### config.mk
export PLATFORM = sky130hd
export DESIGN_NAME = http_chunked_body_decoder_flat
export DESIGN_NICKNAME = d
export VERILOG_FILES = /design/src/hw/rtl/hcbd_pkg.sv /design/src/hw/rtl/hcbd_body_if.sv /design/src/hw/rtl/hcbd_result_if.sv /design/src/hw/rtl/http_chunked_body_decoder.sv /design/src/hw/rtl/hcbd_classify.sv /design/src/flat_wrapper.sv
export VERILOG_INCLUDE_DIRS = /design/src /design/src/hw/rtl
export SDC_FILE = /design/constraint.sdc
export NUM_CORES = 1
export LEC_CHECK = 0
export ABC_AREA = 1
export ABC_CLOCK_PERIOD_IN_PS = 4440
export BUFFER_PORTS_ARGS = -buffer_cell sky130_fd_sc_hd__buf_2
export CORE_ASPECT_RATIO = 0.75
export CORE_UTILIZATION = 46
export DETAILED_ROUTE_END_ITERATION = 16
export PLACE_DENSITY_LB_ADDON = 0.12
export RECOVER_POWER = 50
export SLEW_MARGIN = 20
export SYNTH_ARGS = -nofsm -noshare
export SYNTH_HDL_FRONTEND = slang
export SYNTH_SLANG_ARGS = --single-unit
### constraint.sdc
create_clock -name clk -period 4.44 [get_ports clk]
set_clock_uncertainty 0.1 [all_clocks]
set_input_delay 0.666 -clock clk [delete_from_list [all_inputs] [get_ports clk]]
set_output_delay 0.666 -clock clk [all_outputs]
set_load 0.02 [all_outputs]
### src/hw/rtl/http_chunked_body_decoder_defines.svh
// Assertion macros for the chunked body decoder.
`ifndef HTTP_CHUNKED_BODY_DECODER_DEFINES_SVH
`define HTTP_CHUNKED_BODY_DECODER_DEFINES_SVH

`ifndef NO_ASSERTIONS

// Condition must hold at every clock edge outside reset.
`define HCBD_ASSERT_ALWAYS(lbl, clk, rstn, cond, msg) \
    lbl: assert property (@(posedge clk) disable iff (!(rstn)) (cond)) \
        else $error(msg);

// Consequent must hold in the same cycle as the antecedent.
`define HCBD_ASSERT_IMPLIES(lbl, clk, rstn, ante, cons, msg) \
    lbl: assert property (@(posedge clk) disable iff (!(rstn)) (ante) |-> (cons)) \
        else $error(msg);

`else

`define HCBD_ASSERT_ALWAYS(lbl, clk, rstn, cond, msg)
`define HCBD_ASSERT_IMPLIES(lbl, clk, rstn, ante, cons, msg)

`endif

`endif

### src/hw/rtl/hcbd_pkg.sv
`timescale 1ns / 1ps

package hcbd_pkg;

    localparam int unsigned SIZE_BITS_DEFAULT = 31;
    localparam int unsigned BYTE_BITS         = 8;
    localparam int unsigned KIND_BITS         = 2;
    // one hex digit carries a factor of 16
    localparam int unsigned HEX_DIGIT_BITS    = 4;

    localparam logic [KIND_BITS-1:0] KIND_DATA = 2'd0;
    localparam logic [KIND_BITS-1:0] KIND_DONE = 2'd1;
    localparam logic [KIND_BITS-1:0] KIND_BAD  = 2'd2;

    localparam logic [BYTE_BITS-1:0] CHAR_HT    = 8'h09;
    localparam logic [BYTE_BITS-1:0] CHAR_LF    = 8'h0A;
    localparam logic [BYTE_BITS-1:0] CHAR_VT    = 8'h0B;
    localparam logic [BYTE_BITS-1:0] CHAR_FF    = 8'h0C;
    localparam logic [BYTE_BITS-1:0] CHAR_CR    = 8'h0D;
    localparam logic [BYTE_BITS-1:0] CHAR_SP    = 8'h20;
    localparam logic [BYTE_BITS-1:0] CHAR_SEMI  = 8'h3B;
    localparam logic [BYTE_BITS-1:0] CHAR_0     = 8'h30;
    localparam logic [BYTE_BITS-1:0] CHAR_9     = 8'h39;
    localparam logic [BYTE_BITS-1:0] CHAR_UA    = 8'h41;
    localparam logic [BYTE_BITS-1:0] CHAR_UF    = 8'h46;
    localparam logic [BYTE_BITS-1:0] CHAR_LA    = 8'h61;
    localparam logic [BYTE_BITS-1:0] CHAR_LF_HEX = 8'h66;

    typedef struct packed {
        logic                      is_blank;
        logic                      is_hex;
        logic                      is_semi;
        logic                      is_cr;
        logic                      is_lf;
        logic [HEX_DIGIT_BITS-1:0] hex_val;
    } byte_class_t;

endpackage

### src/hw/rtl/hcbd_body_if.sv
`timescale 1ns / 1ps

interface hcbd_body_if import hcbd_pkg::*; ();
    logic                 valid;
    logic                 ready;
    logic [BYTE_BITS-1:0] body_byte;
    logic                 first_byte;

    modport source (output valid, output body_byte, output first_byte, input ready);
    modport sink   (input valid, input body_byte, input first_byte, output ready);
endinterface

### src/hw/rtl/hcbd_result_if.sv
`timescale 1ns / 1ps

interface hcbd_result_if import hcbd_pkg::*; ();
    logic                 valid;
    logic                 ready;
    logic [KIND_BITS-1:0] kind;
    logic [BYTE_BITS-1:0] payload_byte;

    modport source (output valid, output kind, output payload_byte, input ready);
    modport sink   (input valid, input kind, input payload_byte, output ready);
endinterface

### src/hw/rtl/http_chunked_body_decoder.sv
`timescale 1ns / 1ps

// HTTP/1.1 chunked body decoder. Takes one body byte per cycle and removes the
// chunk framing: size lines (hex size, blanks, optional ';' extension, CR LF)
// are consumed, data bytes come out as kind 0, the zero chunk plus two bytes
// ends the body with kind 1, and a malformed size line ends it with kind 2 when
// its CR LF arrives. first_byte restarts the parser on that byte. The parser
// state is updated in a single step and a result appears on the output
// register in the cycle after its byte is accepted. The output register lets
// the next byte in while a result waits, so the input is stalled only while a
// result is held and the output sink is not ready. After the body has ended
// bytes are taken and dropped until first_byte is set.

`include "http_chunked_body_decoder_defines.svh"

module http_chunked_body_decoder import hcbd_pkg::*;
#(
    parameter int unsigned SIZE_BITS = SIZE_BITS_DEFAULT
)
(
    input  logic          clk,
    input  logic          rst_n,
    hcbd_body_if.sink     body,
    hcbd_result_if.source result
);

    localparam logic [2:0] PH_LEAD   = 3'd0;
    localparam logic [2:0] PH_DIGITS = 3'd1;
    localparam logic [2:0] PH_TRAIL  = 3'd2;
    localparam logic [2:0] PH_EXT    = 3'd3;
    localparam logic [2:0] PH_DATA   = 3'd4;
    localparam logic [2:0] PH_SKIP   = 3'd5;
    localparam logic [2:0] PH_LAST   = 3'd6;
    localparam logic [2:0] PH_BAD    = 3'd7;

    localparam logic [SIZE_BITS-1:0] COUNT_TWO = SIZE_BITS'(2);

    logic [2:0]           phase_reg,       phase_next;
    logic [SIZE_BITS-1:0] count_reg,       count_next;
    logic                 digit_seen_reg,  digit_seen_next;
    logic                 cr_pending_reg,  cr_pending_next;
    logic                 finished_reg,    finished_next;
    logic                 out_valid_reg,   out_valid_next;
    logic [KIND_BITS-1:0] out_kind_reg,    out_kind_next;
    logic [BYTE_BITS-1:0] out_byte_reg,    out_byte_next;

    logic                 in_fire;
    logic                 res_valid;
    logic [KIND_BITS-1:0] res_kind;
    byte_class_t          cls;

    hcbd_classify u_classify
    (
        .byte_in (body.body_byte),
        .cls     (cls)
    );

    assign body.ready         = !out_valid_reg || result.ready;
    assign in_fire            = body.valid && body.ready;
    assign result.valid       = out_valid_reg;
    assign result.kind        = out_kind_reg;
    assign result.payload_byte = out_byte_reg;

    always_comb
    begin
        logic [2:0]           ph;
        logic [SIZE_BITS-1:0] cnt;
        logic [SIZE_BITS-1:0] cnt_dec;
        logic                 dig;
        logic                 crp;
        logic                 fin;

        ph  = phase_reg;
        cnt = count_reg;
        dig = digit_seen_reg;
        crp = cr_pending_reg;
        fin = finished_reg;

        // restart on the first byte of a new body
        if (body.first_byte)
        begin
            ph  = PH_LEAD;
            cnt = '0;
            dig = 1'b0;
            crp = 1'b0;
            fin = 1'b0;
        end

        cnt_dec   = cnt - SIZE_BITS'(1);
        res_valid = 1'b0;
        res_kind  = KIND_DATA;

        if (!fin)
        begin
            case (ph)
                PH_DATA:
                begin
                    res_valid = 1'b1;
                    if (cnt_dec == '0)
                    begin
                        ph  = PH_SKIP;
                        cnt = COUNT_TWO;
                    end
                    else
                    begin
                        cnt = cnt_dec;
                    end
                end
                PH_SKIP:
                begin
                    cnt = cnt_dec;
                    if (cnt_dec == '0)
                    begin
                        ph  = PH_LEAD;
                        dig = 1'b0;
                        crp = 1'b0;
                    end
                end
                PH_LAST:
                begin
                    cnt = cnt_dec;
                    if (cnt_dec == '0)
                    begin
                        fin       = 1'b1;
                        res_valid = 1'b1;
                        res_kind  = KIND_DONE;
                    end
                end
                default:
                begin
                    if (cls.is_lf && crp)
                    begin
                        crp = 1'b0;
                        if (ph == PH_BAD || !dig)
                        begin
                            fin       = 1'b1;
                            res_valid = 1'b1;
                            res_kind  = KIND_BAD;
                        end
                        else if (cnt == '0)
                        begin
                            ph  = PH_LAST;
                            cnt = COUNT_TWO;
                        end
                        else
                        begin
                            ph = PH_DATA;
                        end
                    end
                    else
                    begin
                        crp = cls.is_cr;
                        if (ph == PH_EXT || ph == PH_BAD)
                        begin
                            // skip extension text and the rest of a bad line
                        end
                        else if (cls.is_semi)
                        begin
                            ph = PH_EXT;
                        end
                        else if (cls.is_blank)
                        begin
                            if (ph == PH_DIGITS)
                            begin
                                ph = PH_TRAIL;
                            end
                        end
                        else if (!cls.is_hex || ph == PH_TRAIL)
                        begin
                            ph = PH_BAD;
                        end
                        else if (cnt[SIZE_BITS-1 -: HEX_DIGIT_BITS] != '0)
                        begin
                            ph = PH_BAD;
                        end
                        else
                        begin
                            cnt = {cnt[SIZE_BITS-HEX_DIGIT_BITS-1:0], cls.hex_val};
                            dig = 1'b1;
                            ph  = PH_DIGITS;
                        end
                    end
                end
            endcase
        end

        phase_next      = phase_reg;
        count_next      = count_reg;
        digit_seen_next = digit_seen_reg;
        cr_pending_next = cr_pending_reg;
        finished_next   = finished_reg;
        out_valid_next  = out_valid_reg && !result.ready;
        out_kind_next   = out_kind_reg;
        out_byte_next   = out_byte_reg;

        if (in_fire)
        begin
            phase_next      = ph;
            count_next      = cnt;
            digit_seen_next = dig;
            cr_pending_next = crp;
            finished_next   = fin;
            out_valid_next  = res_valid;
            if (res_valid)
            begin
                out_kind_next = res_kind;
                out_byte_next = (res_kind == KIND_DATA) ? body.body_byte : '0;
            end
        end
    end

    always_ff @(posedge clk or negedge rst_n)
    begin
        if (!rst_n)
        begin
            phase_reg      <= PH_LEAD;
            count_reg      <= '0;
            digit_seen_reg <= 1'b0;
            cr_pending_reg <= 1'b0;
            finished_reg   <= 1'b0;
            out_valid_reg  <= 1'b0;
        end
        else
        begin
            phase_reg      <= phase_next;
            count_reg      <= count_next;
            digit_seen_reg <= digit_seen_next;
            cr_pending_reg <= cr_pending_next;
            finished_reg   <= finished_next;
            out_valid_reg  <= out_valid_next;
        end
    end

    always_ff @(posedge clk)
    begin
        out_kind_reg <= out_kind_next;
        out_byte_reg <= out_byte_next;
    end

    `HCBD_ASSERT_IMPLIES(a_no_result_after_end, clk, rst_n, finished_reg && !body.first_byte, !res_valid, "result produced after body ended")
    `HCBD_ASSERT_IMPLIES(a_data_count_live, clk, rst_n, phase_reg == PH_DATA && !finished_reg, count_reg != '0, "data phase with zero bytes left")
    `HCBD_ASSERT_IMPLIES(a_lead_clean, clk, rst_n, phase_reg == PH_LEAD, count_reg == '0 && !digit_seen_reg, "size line start not cleared")
    `HCBD_ASSERT_IMPLIES(a_framing_zero_byte, clk, rst_n, out_valid_reg && out_kind_reg != KIND_DATA, out_byte_reg == '0, "end marker carries a payload byte")

endmodule

### src/hw/rtl/hcbd_classify.sv
`timescale 1ns / 1ps

module hcbd_classify import hcbd_pkg::*;
(
    input  logic [BYTE_BITS-1:0] byte_in,
    output byte_class_t          cls
);

    logic is_digit;
    logic is_upper;
    logic is_lower;

    always_comb
    begin
        is_digit = byte_in inside {[CHAR_0:CHAR_9]};
        is_upper = byte_in inside {[CHAR_UA:CHAR_UF]};
        is_lower = byte_in inside {[CHAR_LA:CHAR_LF_HEX]};

        cls.is_blank = byte_in inside {CHAR_SP, CHAR_HT, CHAR_LF, CHAR_VT, CHAR_FF, CHAR_CR};
        cls.is_hex   = is_digit | is_upper | is_lower;
        cls.is_semi  = (byte_in == CHAR_SEMI);
        cls.is_cr    = (byte_in == CHAR_CR);
        cls.is_lf    = (byte_in == CHAR_LF);

        // letters: low nibble 1..6 maps to 10..15
        if (is_digit)
        begin
            cls.hex_val = byte_in[HEX_DIGIT_BITS-1:0];
        end
        else if (is_upper || is_lower)
        begin
            cls.hex_val = byte_in[HEX_DIGIT_BITS-1:0] + 4'd9;
        end
        else
        begin
            cls.hex_val = '0;
        end
    end

endmodule
### src/flat_wrapper.sv
// flat-port wrapper written by rule: the top's interface ports become plain ports
module http_chunked_body_decoder_flat import hcbd_pkg::*;
#(
    parameter int unsigned SIZE_BITS = SIZE_BITS_DEFAULT
)
  (clk, rst_n, body_valid, body_body_byte, body_first_byte, body_ready, result_valid, result_kind, result_payload_byte, result_ready);
  hcbd_body_if body_i ();
  hcbd_result_if result_i ();
  input  logic clk;
  input  logic rst_n;
  input wire logic [$bits(body_i.valid)-1:0] body_valid;
  input wire logic [$bits(body_i.body_byte)-1:0] body_body_byte;
  input wire logic [$bits(body_i.first_byte)-1:0] body_first_byte;
  output wire logic [$bits(body_i.ready)-1:0] body_ready;
  output wire logic [$bits(result_i.valid)-1:0] result_valid;
  output wire logic [$bits(result_i.kind)-1:0] result_kind;
  output wire logic [$bits(result_i.payload_byte)-1:0] result_payload_byte;
  input wire logic [$bits(result_i.ready)-1:0] result_ready;
  assign body_i.valid = body_valid;
  assign body_i.body_byte = body_body_byte;
  assign body_i.first_byte = body_first_byte;
  assign body_ready = body_i.ready;
  assign result_valid = result_i.valid;
  assign result_kind = result_i.kind;
  assign result_payload_byte = result_i.payload_byte;
  assign result_i.ready = result_ready;
  http_chunked_body_decoder #(.SIZE_BITS(SIZE_BITS)) u_core (.clk(clk), .rst_n(rst_n), .body(body_i), .result(result_i));
endmodule
# Word-level counts from Yosys, hierarchy flattened

Cells that the tools add are included.

Bits of input ports: 13
Flip-flop bits (word level): 48

Reduce and logical (&&, ||, !) cells: 24
Order comparisons: 6
Eq/ne operators: 14
Bitwise gates (word level): 2
Multiplexer cells: 57
Add/sub/neg operators: 2

Operators with widths:

| kind                  | count |
|---|---|
| $mux 31               | 11 |
| $logic_not 31->1      | 2 |
| $pmux 31 s2           | 1 |
| $eq 8x4->1 const B    | 5 |
| $mux 3                | 12 |
| $sub 31x1->31 const B | 1 |
| $mux 1                | 21 |
| $eq 8x6->1 const B    | 2 |
| $ge 8x7->1 const B    | 2 |
| $le 8x7->1 const B    | 2 |
| $eq 3x3->1 const B    | 4 |
| $pmux 3 s3            | 1 |
| $ge 8x6->1 const B    | 1 |
| $le 8x6->1 const B    | 1 |
| $mux 2                | 4 |
| $mux 4                | 2 |
| $eq 3x2->1 const B    | 2 |
| $logic_and 1x1->1     | 6 |
| $pmux 1 s2            | 3 |
| $reduce_bool 6->1     | 1 |
| $reduce_or 2->1       | 3 |
| $logic_or 1x1->1      | 5 |
| $add 4x4->4 const B   | 1 |
| $logic_not 1->1       | 4 |
| 7 further kinds       | 8 |

# Depth between registers and ports, before layout

Gate-level depths: netlist of the first run.

Depth after elaboration: 13
Mapped depth: 19

# Hierarchy

Synthesis of the first run repeated with hierarchy kept, for this count alone.

Cell total of the unflattened synthesis: 852
Area total of the unflattened synthesis: 5180.0 um^2

By module, submodules not included:

| module                    | sequential area each (um^2) | cells an instance | area each (um^2) | times used |
|---|---|---|---|---|
| http_chunked_body_decoder | 1251.2                      | 794               | 4840.9           | 1 |
| hcbd_classify             | 0.0                         | 58                | 339.1            | 1 |

# Least setup slack after synthesis of the first run

Ideal clock, no wire load.

Kind: input-to-reg
Start point: in body_first_byte
End point: reg u_core.out_kind_reg[0], in the netlist u_core.result.kind[0] (enable)
Required time: 4006 ps
Path slack: 1396 ps
Library setup time: 334 ps
Stages: 17
Data arrival time: 2610 ps
Path through: inv_2 -> nand2_1 -> ha_1 -> nand2_1 -> nor2_4 -> nand3_1 -> inv_1 -> nand3b_1 -> nand2_1 -> nand2_1 -> nor2_1 -> nand2_1 -> nor2_4 -> nand2_1 -> nand3_1 -> nand2_1 -> inv_1

Longest elaborated chain between the ends: 8
Elaborated cells between the ends (all ways): 20
Classes of those cells: add/sub: 1; eq/ne: 4; mux: 10; reduce/logical: 5

Ends and longest elaborated chain:

| item                                                  | RTL line                         | RTL |
|---|---|---|
| start: declaration                                    | flat_wrapper.sv:13               | `input wire logic [$bits(body_i.first_byte)-1:0] body_first_byte;` |
| branches (longest 6 deep; another with $sub 31x1->31) | -                                |  |
| $mux 1 (*)                                            | http_chunked_body_decoder.sv:93  | `if (!fin)` |
| $reduce_and 2->1 (no line) (*)                        | -                                |  |
| end signal: assignment                                | http_chunked_body_decoder.sv:236 | `out_kind_reg <= out_kind_next;` |
| end: declaration                                      | http_chunked_body_decoder.sv:44  | `logic [KIND_BITS-1:0] out_kind_reg, out_kind_next;` |

Every way passes the cells marked *.
A chain may end at the register's enable or synchronous reset.

# Worst setup path in the final report of the first run

Start point: in body_first_byte
End point: reg u_core.out_byte_reg[2], in the netlist u_core.result.payload_byte[2] (enable)

Longest elaborated chain between the ends: 8
Elaborated cells between the ends (all ways): 20
Classes of those cells: add/sub: 1; eq/ne: 4; mux: 10; reduce/logical: 5

Ends and longest elaborated chain:

| item                                                  | RTL line                         | RTL |
|---|---|---|
| branches (longest 6 deep; another with $sub 31x1->31) | -                                |  |
| $mux 1 (*)                                            | http_chunked_body_decoder.sv:93  |  |
| $reduce_and 2->1 (no line) (*)                        | -                                |  |
| end signal: assignment                                | http_chunked_body_decoder.sv:237 | `out_byte_reg <= out_byte_next;` |
| end: declaration                                      | http_chunked_body_decoder.sv:45  | `logic [BYTE_BITS-1:0] out_byte_reg, out_byte_next;` |

Marks and branches as above.

==> results.py, run 1 <==
metrics = {
    "status": {
        "outcome": "finished with violations",
        "violations": "capacitance limit, slew limit",
    },
    "clock_network": {
        "cts-buffers-inserted": 5,
        "cts_buffer_depth": 2,
        "cts_setup_buffers": 0,
        "cts-root-buf": "clkbuf_16",
        "cts-resized-gates": 0,
        "cts_tree": "done",
        "ctsHoldBuffers": 0,
        "clkSinkCount": 48,
        "clk_pin_slew_ns": 0.08,
        "clkLatencyLatePin_ns": 0.31,
        "h-tree-depth": 2,
    },
    "timing": {
        "finalMaxSlewViolations": 39,
        "relSlewSlack_pct": -53.2,
        "worstMarginPinSlew_ns": 2.30,
        "period_minus_slack_ns": 3.86,
        "finalSetupViolations": 0,
        "tns_ns": 0,
        "post-route-period-util_pct": 87.0,
        "fmax_mhz": 259,
        "rsz0062_at_grt": "false",
        "finalHoldViolations": 0,
    },
    "critical_path": {
        "reg2reg_from": "u_core.count_reg[7]",
        "cp-startpoint": "body_first_byte",
        "crit_end": "u_core.result.payload_byte[2]",
        "endpoint_kind": "flop",
        "r2r_end": "u_core.result.payload_byte[2]",
        "r2r_setup_slack_ns": 0.77,
        "crit_type": "in2reg",
        "cp.required_ns": 4.30,
        "cp_data_arrival_time_ns": 3.72,
        "rr_worst_depth": 15,
        "startpoint_type": "input port",
        "cp_max_fo": 37,
    },
    "synth": {
        "synth.avg_cell_area_sq_um": 5.70,
        "yosys.area_share.simple_pct": 46.0,
        "synth_top_family_by_area": "simple AND/OR/NAND/NOR gates",
        "synth_compound_area_share_pct": 17.2,
        "async_flop_share_pct": 79.2,
        "ys.flop_type": "dfrtp_1",
        "yosysTopAreaCell": "nand2_1",
        "ys_types": 35,
        "synth_fp_nets": 874,
        "synthMuxAreaShare_pct": 0,
        "netlist.area_leader.share_pct": 26.7,
        "synth_edf_count": 10,
        "ys_ff_latch": 48,
        "synth_fa_ha_area_share_pct": 1.80,
        "netlist_instances": 854,
        "netlist_top_cells_area": "nand2_1 (27%), dfrtp_1 (20%), o21ai_0 (7.9%), nor2_1 (7.7%), edfxtp_1 (6.2%)",
        "syn_area_sq_mm": 0.00487,
        "synth_xor_area_share_pct": 0.540,
        "ys_seq_area_share_pct": 25.7,
        "yosys_warnings": 0,
    },
    "floorplan": {
        "die_h_um": 91.1,
        "die_x_um": 121,
        "num_rows": 32,
        "die_area_sq_mm": 0.0110,
        "coreArea_sq_mm": 0.0103,
        "start_util_pct": 47.3,
        "num_io_pins": 25,
    },
    "place": {
        "port-buffer-count": 24,
        "post-place-cells": 1004,
        "routabilityCongestion": 1.00,
        "hpwl_um": 13600,
    },
    "global_routing": {
        "grt_first_pass_wirelength_um": 29400,
        "grt_max_degree": 39,
        "grt.overflow.total": 0,
        "antenna_found_initial": 0,
        "grt_pass1_vias": 5470,
        "grt_usage_pct": 35.0,
    },
    "route": {
        "vias_per_cell": 5.86,
        "drc": 0,
        "routedWlPerCell_um": 18.1,
        "postRouteAntennaNets": 0,
        "dr_total_vias": 5934,
        "drt_first_pass_iters": 5,
        "wirelength_um": 18300,
        "first_iter_violations": 662,
    },
    "min_path": {
        "hp-start": "u_core.count_reg[25]",
        "hold_class": "reg2reg",
        "hold_depth": 2,
    },
    "layout": {
        "drive_above_1_share_pct": 6.16,
        "fillers": 1103,
        "largest_register_ffs": 31,
        "instances_no_fill": 1012,
        "mostFrequentLayoutCells": "nand2_1 (346), nor2_1 (99), inv_1 (79)",
        "n_antenna_cell": 0,
        "final_common_cell": "nand2_1",
        "finalNetCount": 895,
        "syn2layout_area_growth_pct": 8.76,
    },
    "run": {
        "maxCapViolCount": 1,
    },
    "power": {
        "peakVddDrop_uv": 229,
        "leakage_nw": 3.07,
        "p_per_area_mw_per_mm2": 530,
    },
}
[critical path, cell delays in order]
cell and delay [ns]:
clkbuf_1 0.18, inv_2 0.29, buf_4 0.30, nand2_1 0.15
nand2_2 0.10, nor2_2 0.35, nand2_2 0.14, clkinv_1 0.13
nand3_1 0.09, nand2_1 0.15, nand2_1 0.07, nor2_1 0.14
nand3_1 0.16, nor2_4 0.19, nand2_1 0.08, nand3_1 0.07
nand2_1 0.07, inv_1 0.35
[power breakdown]
group	leakage, nW	total, W	switching (W)	internal (W)
clock	0.0786	0.000454	0.000208	0.000246
sequential	0.592	0.000624	0.0000968	0.000528
combinational	2.40	0.00173	0.00123	0.000498
[worst min path at each step]
stage	endpoint
5_1_grt	u_core.count_reg[25]
2_1_floorplan	u_core.count_reg[0]
3_5_place_dp	u_core.count_reg[0]
6_report	u_core.count_reg[25]
3_3_place_gp	u_core.count_reg[25]
4_1_cts	u_core.count_reg[29]
[cell type report]
class                   count  area [sq um]  area share, %
multi-input cells         699          3190           60.3
well taps                 136           170           3.21
flip-flops and latches     48          1250           23.6
repair buffers             38           204           3.85
inverters                  83           312           5.88
clock buffers               6           150           2.83
clock inverters             2          16.3          0.307
[cells in the mapped netlist, types with 2 or more instances]
cell type / number
nor2_2: 6
a21oi_1: 37
nand3_2: 2
buf_6: 3
nand2_1: 346
nor2_4: 4
nand2_2: 3
o221ai_1: 4
o211ai_1: 21
nor3_1: 5
o21ai_0: 77
clkinv_1: 3
xor2_1: 2
ha_1: 7
nand3b_1: 5
nor2_1: 100
edfxtp_1: 10
dfrtp_1: 38
or2_2: 3
nand4_1: 8
clkbuf_1: 18
buf_2: 3
inv_1: 79
nand3_1: 57
a31oi_1: 3
[logic make-up (layout without fill, tap and decap cells)]
family | count (synthesis) | count (layout)
compound gates | 148 | 148
flops | 48 | 48
xor+xnor | 3 | 3
buf+inv | 107 | 129
fa+ha+maj | 7 | 7
simple gates | 541 | 541
[routing by layer]
| layer | part of all wire, % | up-vias | global-route usage, % |
|---|---|---|---|
| li1 | - | 2806 | - |
| met1 | 47 | 2708 | 53.2 |
| met2 | 39 | 383 | 48.7 |
| met5 | 0 | - | 0 |
| met4 | 2.6 | 0 | 11.2 |
| met3 | 11 | 37 | 6.91 |
[metrics by stage]
| stage | total power [W] | worst slack, ns | util [%] | instance area [sq um] | hold WS, ns |
|---|---|---|---|---|---|
| floorplan | 0.00181 | 1.40 | - | 4870 | 0.270 |
| global placement | 0.00231 | 0.377 | 50.1 | 5150 | 0.368 |
| detailed placement | 0.00229 | 0.333 | 50.1 | 5150 | 0.369 |
| CTS | 0.00275 | 0.635 | 51.7 | 5320 | 0.398 |
| global route | 0.00303 | 0.287 | 51.5 | 5300 | 0.431 |
| finish | 0.00281 | 0.576 | 51.5 | 5300 | 0.392 |
Power figures use the tool's default switching activity.
==> run 2, diff against run 1 <==
--- a/config.mk
+++ b/config.mk
@@ -11,4 +11,5 @@
 export BUFFER_PORTS_ARGS = -buffer_cell sky130_fd_sc_hd__buf_2
 export CORE_ASPECT_RATIO = 0.75
+export CORE_MARGIN = 2
 export CORE_UTILIZATION = 46
 export DETAILED_ROUTE_END_ITERATION = 16
--- a/constraint.sdc
+++ b/constraint.sdc
@@ -3,3 +3,3 @@
 set_input_delay 0.666 -clock clk [delete_from_list [all_inputs] [get_ports clk]]
 set_output_delay 0.666 -clock clk [all_outputs]
-set_load 0.02 [all_outputs]
+set_load 0.005 [all_outputs]
==> results.py, run 2 (synthesis results as in run 1) <==
metrics = {
    "status": {
        "outcome": "finished with violations",
        "violations": "capacitance limit, slew limit",
    },
    "power": {
        "p_total_w": 0.00276,
        "p_per_area_mw_per_mm2": 522,
        "leakage_nw": 3.10,
        "peakVddDrop_uv": 191,
    },
    "critical_path": {
        "r2r_end": "u_core.count_reg[3]",
        "max_stage_delay_ns": 0.76,
        "cp.required_ns": 4.55,
        "r2r_setup_slack_ns": 0.49,
        "cp_slowest_cell": "nor2_1",
        "crit_chain": "inv_1, nor2_1, inv_1, nor2_1, nand2_1, inv_1, nor2_1, inv_1, nor2_1, clkbuf_1, o21ai_0, o221ai_1",
        "cp-startpoint": "u_core.phase_reg[0]",
        "cp_max_fo": 16,
        "crit_type": "reg2reg",
        "reg2reg_from": "u_core.phase_reg[0]",
        "crit_buf_inv": 5,
        "rr_worst_depth": 12,
        "critical_path.top_delay_family": "buffers and inverters",
        "endpoint_kind": "flop",
        "cp_data_arrival_time_ns": 4.05,
        "startpoint_type": "flop",
    },
    "place": {
        "port-buffer-count": 24,
        "place_ws_ns": 0.631,
        "routabilityCongestion": 1.05,
        "hpwl_um": 13900,
    },
    "timing": {
        "period_minus_slack_ns": 3.95,
        "finalMaxSlewViolations": 39,
        "fmax_mhz": 253,
        "relSlewSlack_pct": -51.2,
        "tns_ns": 0,
        "finalSetupViolations": 0,
        "postLayoutSetupSlackWorst_ns": 0.492,
        "worstMarginPinSlew_ns": 2.27,
        "finalHoldViolations": 0,
        "rsz0062_at_grt": "false",
        "post-route-period-util_pct": 88.9,
        "hold_ws_ns": 0.389,
    },
    "min_path": {
        "min_to": "u_core.count_reg[25]",
        "hp-start": "u_core.count_reg[25]",
        "hold_class": "reg2reg",
        "hold_depth": 2,
    },
    "clock_network": {
        "h-tree-depth": 2,
        "cts-resized-gates": 0,
        "cts_tree": "done",
        "clkLatencyLatePin_ns": 0.30,
        "cts_buffer_depth": 2,
        "cts-buffers-inserted": 5,
        "ctsHoldBuffers": 0,
        "cts-root-buf": "clkbuf_16",
        "clkSinkCount": 48,
        "cts_setup_buffers": 0,
        "clk_pin_slew_ns": 0.07,
    },
    "floorplan": {
        "die_area_sq_mm": 0.0114,
        "num_io_pins": 25,
        "start_util_pct": 47.3,
        "die_x_um": 123,
        "die_h_um": 93.1,
        "coreArea_sq_mm": 0.0103,
        "num_rows": 32,
    },
    "global_routing": {
        "grt_max_degree": 39,
        "grt_first_pass_wirelength_um": 29400,
        "grt.overflow.total": 0,
        "grt_usage_pct": 33.8,
        "grt_pass1_vias": 5366,
        "antenna_found_initial": 0,
    },
    "route": {
        "first_iter_violations": 782,
        "drc": 0,
        "wirelength_um": 18500,
        "dr_total_vias": 5959,
        "routedWlPerCell_um": 18.2,
        "vias_per_cell": 5.88,
        "postRouteAntennaNets": 0,
        "drt_first_pass_iters": 5,
    },
    "layout": {
        "n_antenna_cell": 0,
        "drive_above_1_share_pct": 7.18,
        "syn2layout_area_growth_pct": 8.81,
        "final_core_util_pct": 51.5,
        "final_common_cell": "nand2_1",
        "finalNetCount": 897,
        "mostFrequentLayoutCells": "nand2_1 (346), nor2_1 (100), inv_1 (79)",
        "largest_register_ffs": 31,
    },
    "run": {
        "maxCapViolCount": 1,
    },
}
run 2: cell count changes in the layout (fill, tap and decap cells not counted), sizes merged:
cell / previous run / this run
buf: 23 / 34
clkbuf: 21 / 12
clkinv: 3 / 4
inv: 81 / 80
run 2: worst reg2reg max path, cell delays in order (launching register included):
cell	delay [ns]
dfrtp_1	0.42
inv_1	0.11
nor2_1	0.07
inv_1	0.10
nor2_1	0.05
nand2_1	0.08
inv_1	0.10
nor2_1	0.76
inv_1	0.68
nor2_1	0.22
clkbuf_1	0.68
o21ai_0	0.25
o221ai_1	0.24
run 2: routing by layer:
layer | track usage, % | up-vias | part of all wire [%]
li1 | - | 2812 | -
met1 | 52.8 | 2752 | 46
met2 | 45.3 | 357 | 39
met3 | 6.71 | 38 | 13
met4 | 11.1 | 0 | 2.5
met5 | 0 | - | 0
run 2: worst max path at each step:
stage / to / slack (ns) / cells past startpoint
after floorplan: u_core.result.kind[0] / 1.40 / 17
after global placement: u_core.result.payload_byte[1] / 0.62 / 18
after detailed placement: u_core.result.payload_byte[3] / 0.63 / 17
after CTS: u_core.result.payload_byte[7] / 0.89 / 15
after global routing: u_core.result.payload_byte[1] / 0.50 / 15
final: u_core.count_reg[3] / 0.49 / 12
run 2: where the power goes:
group / internal (W) / switching (W)
logic: 0.000499 / 0.00124
clock network: 0.000211 / 0.000189
registers: 0.000528 / 0.0000947
run 2: final cells by class:
class / count / area (sq um)
Timing Repair Buffer: 40 / 230
Clock inverter: 2 / 16.3
Fill cell: 1086 / 4990
Clock buffer: 6 / 129
Inverter: 83 / 312
Sequential cell: 48 / 1250
Tap cell: 136 / 170
Multi-Input combinational cell: 699 / 3190
run 2: per-stage QoR:
step | std cells | instance area, sq um
final | 1014 | 5300
after CTS | 1014 | 5310
after global routing | 1014 | 5300
after floorplan | 854 | 4870
after global placement | 1006 | 5170
after detailed placement | 1006 | 5170
==> run 3, diff against run 2 <==
--- a/config.mk
+++ b/config.mk
@@ -14,4 +14,6 @@
 export CORE_UTILIZATION = 46
 export DETAILED_ROUTE_END_ITERATION = 16
+export GPL_ROUTABILITY_DRIVEN = 0
+export HOLD_SLACK_MARGIN = 0.02
 export PLACE_DENSITY_LB_ADDON = 0.12
 export RECOVER_POWER = 50
==> constraint.sdc (replaced) <==
create_clock -name clk -period 4.44 [get_ports clk]
set_clock_uncertainty 0.1 [all_clocks]
set_input_delay 0 -clock clk [delete_from_list [all_inputs] [get_ports clk]]
set_output_delay 0 -clock clk [all_outputs]
set_load 0.005 [all_outputs]
==> results.py, run 3 (synthesis results as in run 1) <==
metrics = {
    "timing": {
        "finalHoldViolations": 0,
        "period_minus_slack_ns": 3.59,
        "relSlewSlack_pct": -52.9,
        "post-route-period-util_pct": 80.9,
        "finalMaxSlewViolations": 39,
        "fmax_mhz": 278,
        "tns_ns": 0,
        "rsz0062_at_grt": "false",
        "finalSetupViolations": 0,
        "worstMarginPinSlew_ns": 2.29,
    },
    "power": {
        "leakage_nw": 3.11,
        "peakVddDrop_uv": 281,
        "pwr-share-comb_pct": 61.9,
        "switching_share_pct": 54.2,
        "power_switching_w": 0.00152,
        "p_per_area_mw_per_mm2": 526,
        "pwr-share-clk_pct": 16.3,
        "p_total_w": 0.00281,
        "internal_power_w": 0.00129,
        "p_seq_share_pct": 21.8,
    },
    "layout": {
        "mostFrequentLayoutCells": "nand2_1 (346), nor2_1 (99), inv_1 (79)",
        "fillers": 1054,
        "final_common_cell": "nand2_1",
        "drive_above_1_share_pct": 6.49,
        "n_antenna_cell": 0,
        "multi_input_area_sq_mm": 0.00319,
        "instances_no_fill": 1014,
        "largest_register_ffs": 31,
        "seq_area_sq_mm": 0.00125,
        "syn2layout_area_growth_pct": 9.79,
        "finalNetCount": 897,
        "finalInstanceArea_sq_mm": 0.00535,
    },
    "route": {
        "first_iter_violations": 922,
        "wirelength_um": 17900,
        "vias_per_cell": 6.01,
        "drt_first_pass_iters": 6,
        "dr_total_vias": 6094,
        "postRouteAntennaNets": 0,
        "routedWlPerCell_um": 17.7,
        "drc": 0,
    },
    "run": {
        "maxCapViolCount": 1,
    },
    "global_routing": {
        "grt_pass1_vias": 5566,
        "antenna_found_initial": 0,
        "grt_max_degree": 39,
        "grt_usage_pct": 32.5,
        "grt.overflow.total": 0,
        "grt_first_pass_wirelength_um": 28900,
    },
    "floorplan": {
        "num_rows": 32,
        "num_io_pins": 25,
        "die_x_um": 123,
        "die_area_sq_mm": 0.0114,
        "die_h_um": 93.1,
        "start_util_pct": 47.3,
        "coreArea_sq_mm": 0.0103,
    },
    "clock_network": {
        "clk_pin_slew_ns": 0.07,
        "h-tree-depth": 2,
        "cts-resized-gates": 0,
        "cts_buffer_depth": 2,
        "cts-buffers-inserted": 5,
        "cts_tree": "done",
        "clkLatencyLatePin_ns": 0.30,
        "cts-root-buf": "clkbuf_16",
        "clkSinkCount": 48,
    },
    "critical_path": {
        "r2r_setup_slack_ns": 0.85,
        "crit_chain": "inv_1, nor2_1, nand2_1, inv_1, nor2_1, nand3_1, buf_4, o21ai_0, o21ai_0, o21ai_0, nand2_1, o21ai_0, nand2_1, nand2_1",
        "max_stage_delay_ns": 0.81,
        "cp_data_arrival_time_ns": 3.69,
        "cp_slowest_cell": "inv_1",
        "cp_max_fo": 23,
        "startpoint_type": "flop",
        "rr_worst_depth": 14,
        "endpoint_kind": "flop",
        "crit_type": "reg2reg",
        "cp.required_ns": 4.54,
    },
    "place": {
        "hpwl_um": 12800,
        "dpl_cell_area_sq_mm": 0.00511,
        "post-place-cells": 998,
        "port-buffer-count": 24,
    },
    "status": {
        "outcome": "finished with violations",
        "violations": "capacitance limit, slew limit",
    },
    "min_path": {
        "hold_depth": 3,
        "hold_class": "in2reg",
    },
}
## run 3: cell types whose count changed in the layout (fill, tap and decap cells not counted), sizes merged
cell,delta
buf,-8
bufinv,+1
clkbuf,-1
dlygate4sd3,+8
## run 3: repair_timing
item                      4_1_cts  5_1_grt
hold buffers                    8        0
hold endpoints to repair       45        0
setup buffers                   0        0
## run 3: final cells by class
cell class              count  share of cell area (%)
multi-input cells         699                    59.7
flip-flops and latches     48                    23.4
inverters                  83                    5.83
repair buffers             40                    4.73
well taps                 136                    3.18
clock buffers               5                    2.34
clock inverters             3                   0.796
## run 3: path summary, 6_finish.rpt
| kind | from | endpoint |
|---|---|---|
| setup / recovery | u_core.phase_reg[0] | u_core.count_reg[29] |
| hold / removal | body_body_byte[0] | u_core.result.payload_byte[0] |
| setup reg to reg | u_core.phase_reg[0] | u_core.count_reg[29] |
| hold reg to reg | u_core.count_reg[0] | u_core.count_reg[0] |
| max in group asynchronous | rst_n | u_core.count_reg[10] |
| min in group asynchronous | rst_n | u_core.digit_seen_reg |
## run 3: per-stage QoR
stage          hold WS, ns  worst slack (ns)  utilization (%)
6_report            0.0530             0.847             52.0
5_1_grt              0.107             0.684             52.0
4_1_cts             0.0512             0.984             52.0
3_3_place_gp        0.0891              1.03             49.6
2_1_floorplan       -0.396              1.75                -
3_5_place_dp         0.102             0.951             49.6
## run 3: power groups by stage
stage	clock network (W)	logic, W	registers, W
after global placement	0	0.00163	0.000614
after floorplan	0	0.00122	0.000591
final	0.000459	0.00174	0.000612
after CTS	0.000466	0.00166	0.000609
after global routing	0.000479	0.00192	0.000624
after detailed placement	0	0.00164	0.000618
## run 3: metal layers
metal  routed length (um)  GRT usage, %  up-vias  part of all wire [%]
met2                 7180          45.0      430                    40
met1                 8040          49.5     2799                    45
li1                     -             -     2817                     -
met4                  404          10.9        0                   2.3
met3                 2330          6.46       48                    13
met5                    0             0        -                     0
## run 3: worst max-delay path: cells and delay by family, from the launching register on
| kind | cells | cell delay, ns |
|---|---|---|
| flip-flops | 1 | 0.40 |
| AO/OA/AOI/OAI | 4 | 0.48 |
| buffers and inverters | 3 | 1.20 |
| AND/OR/NAND/NOR | 7 | 1.30 |
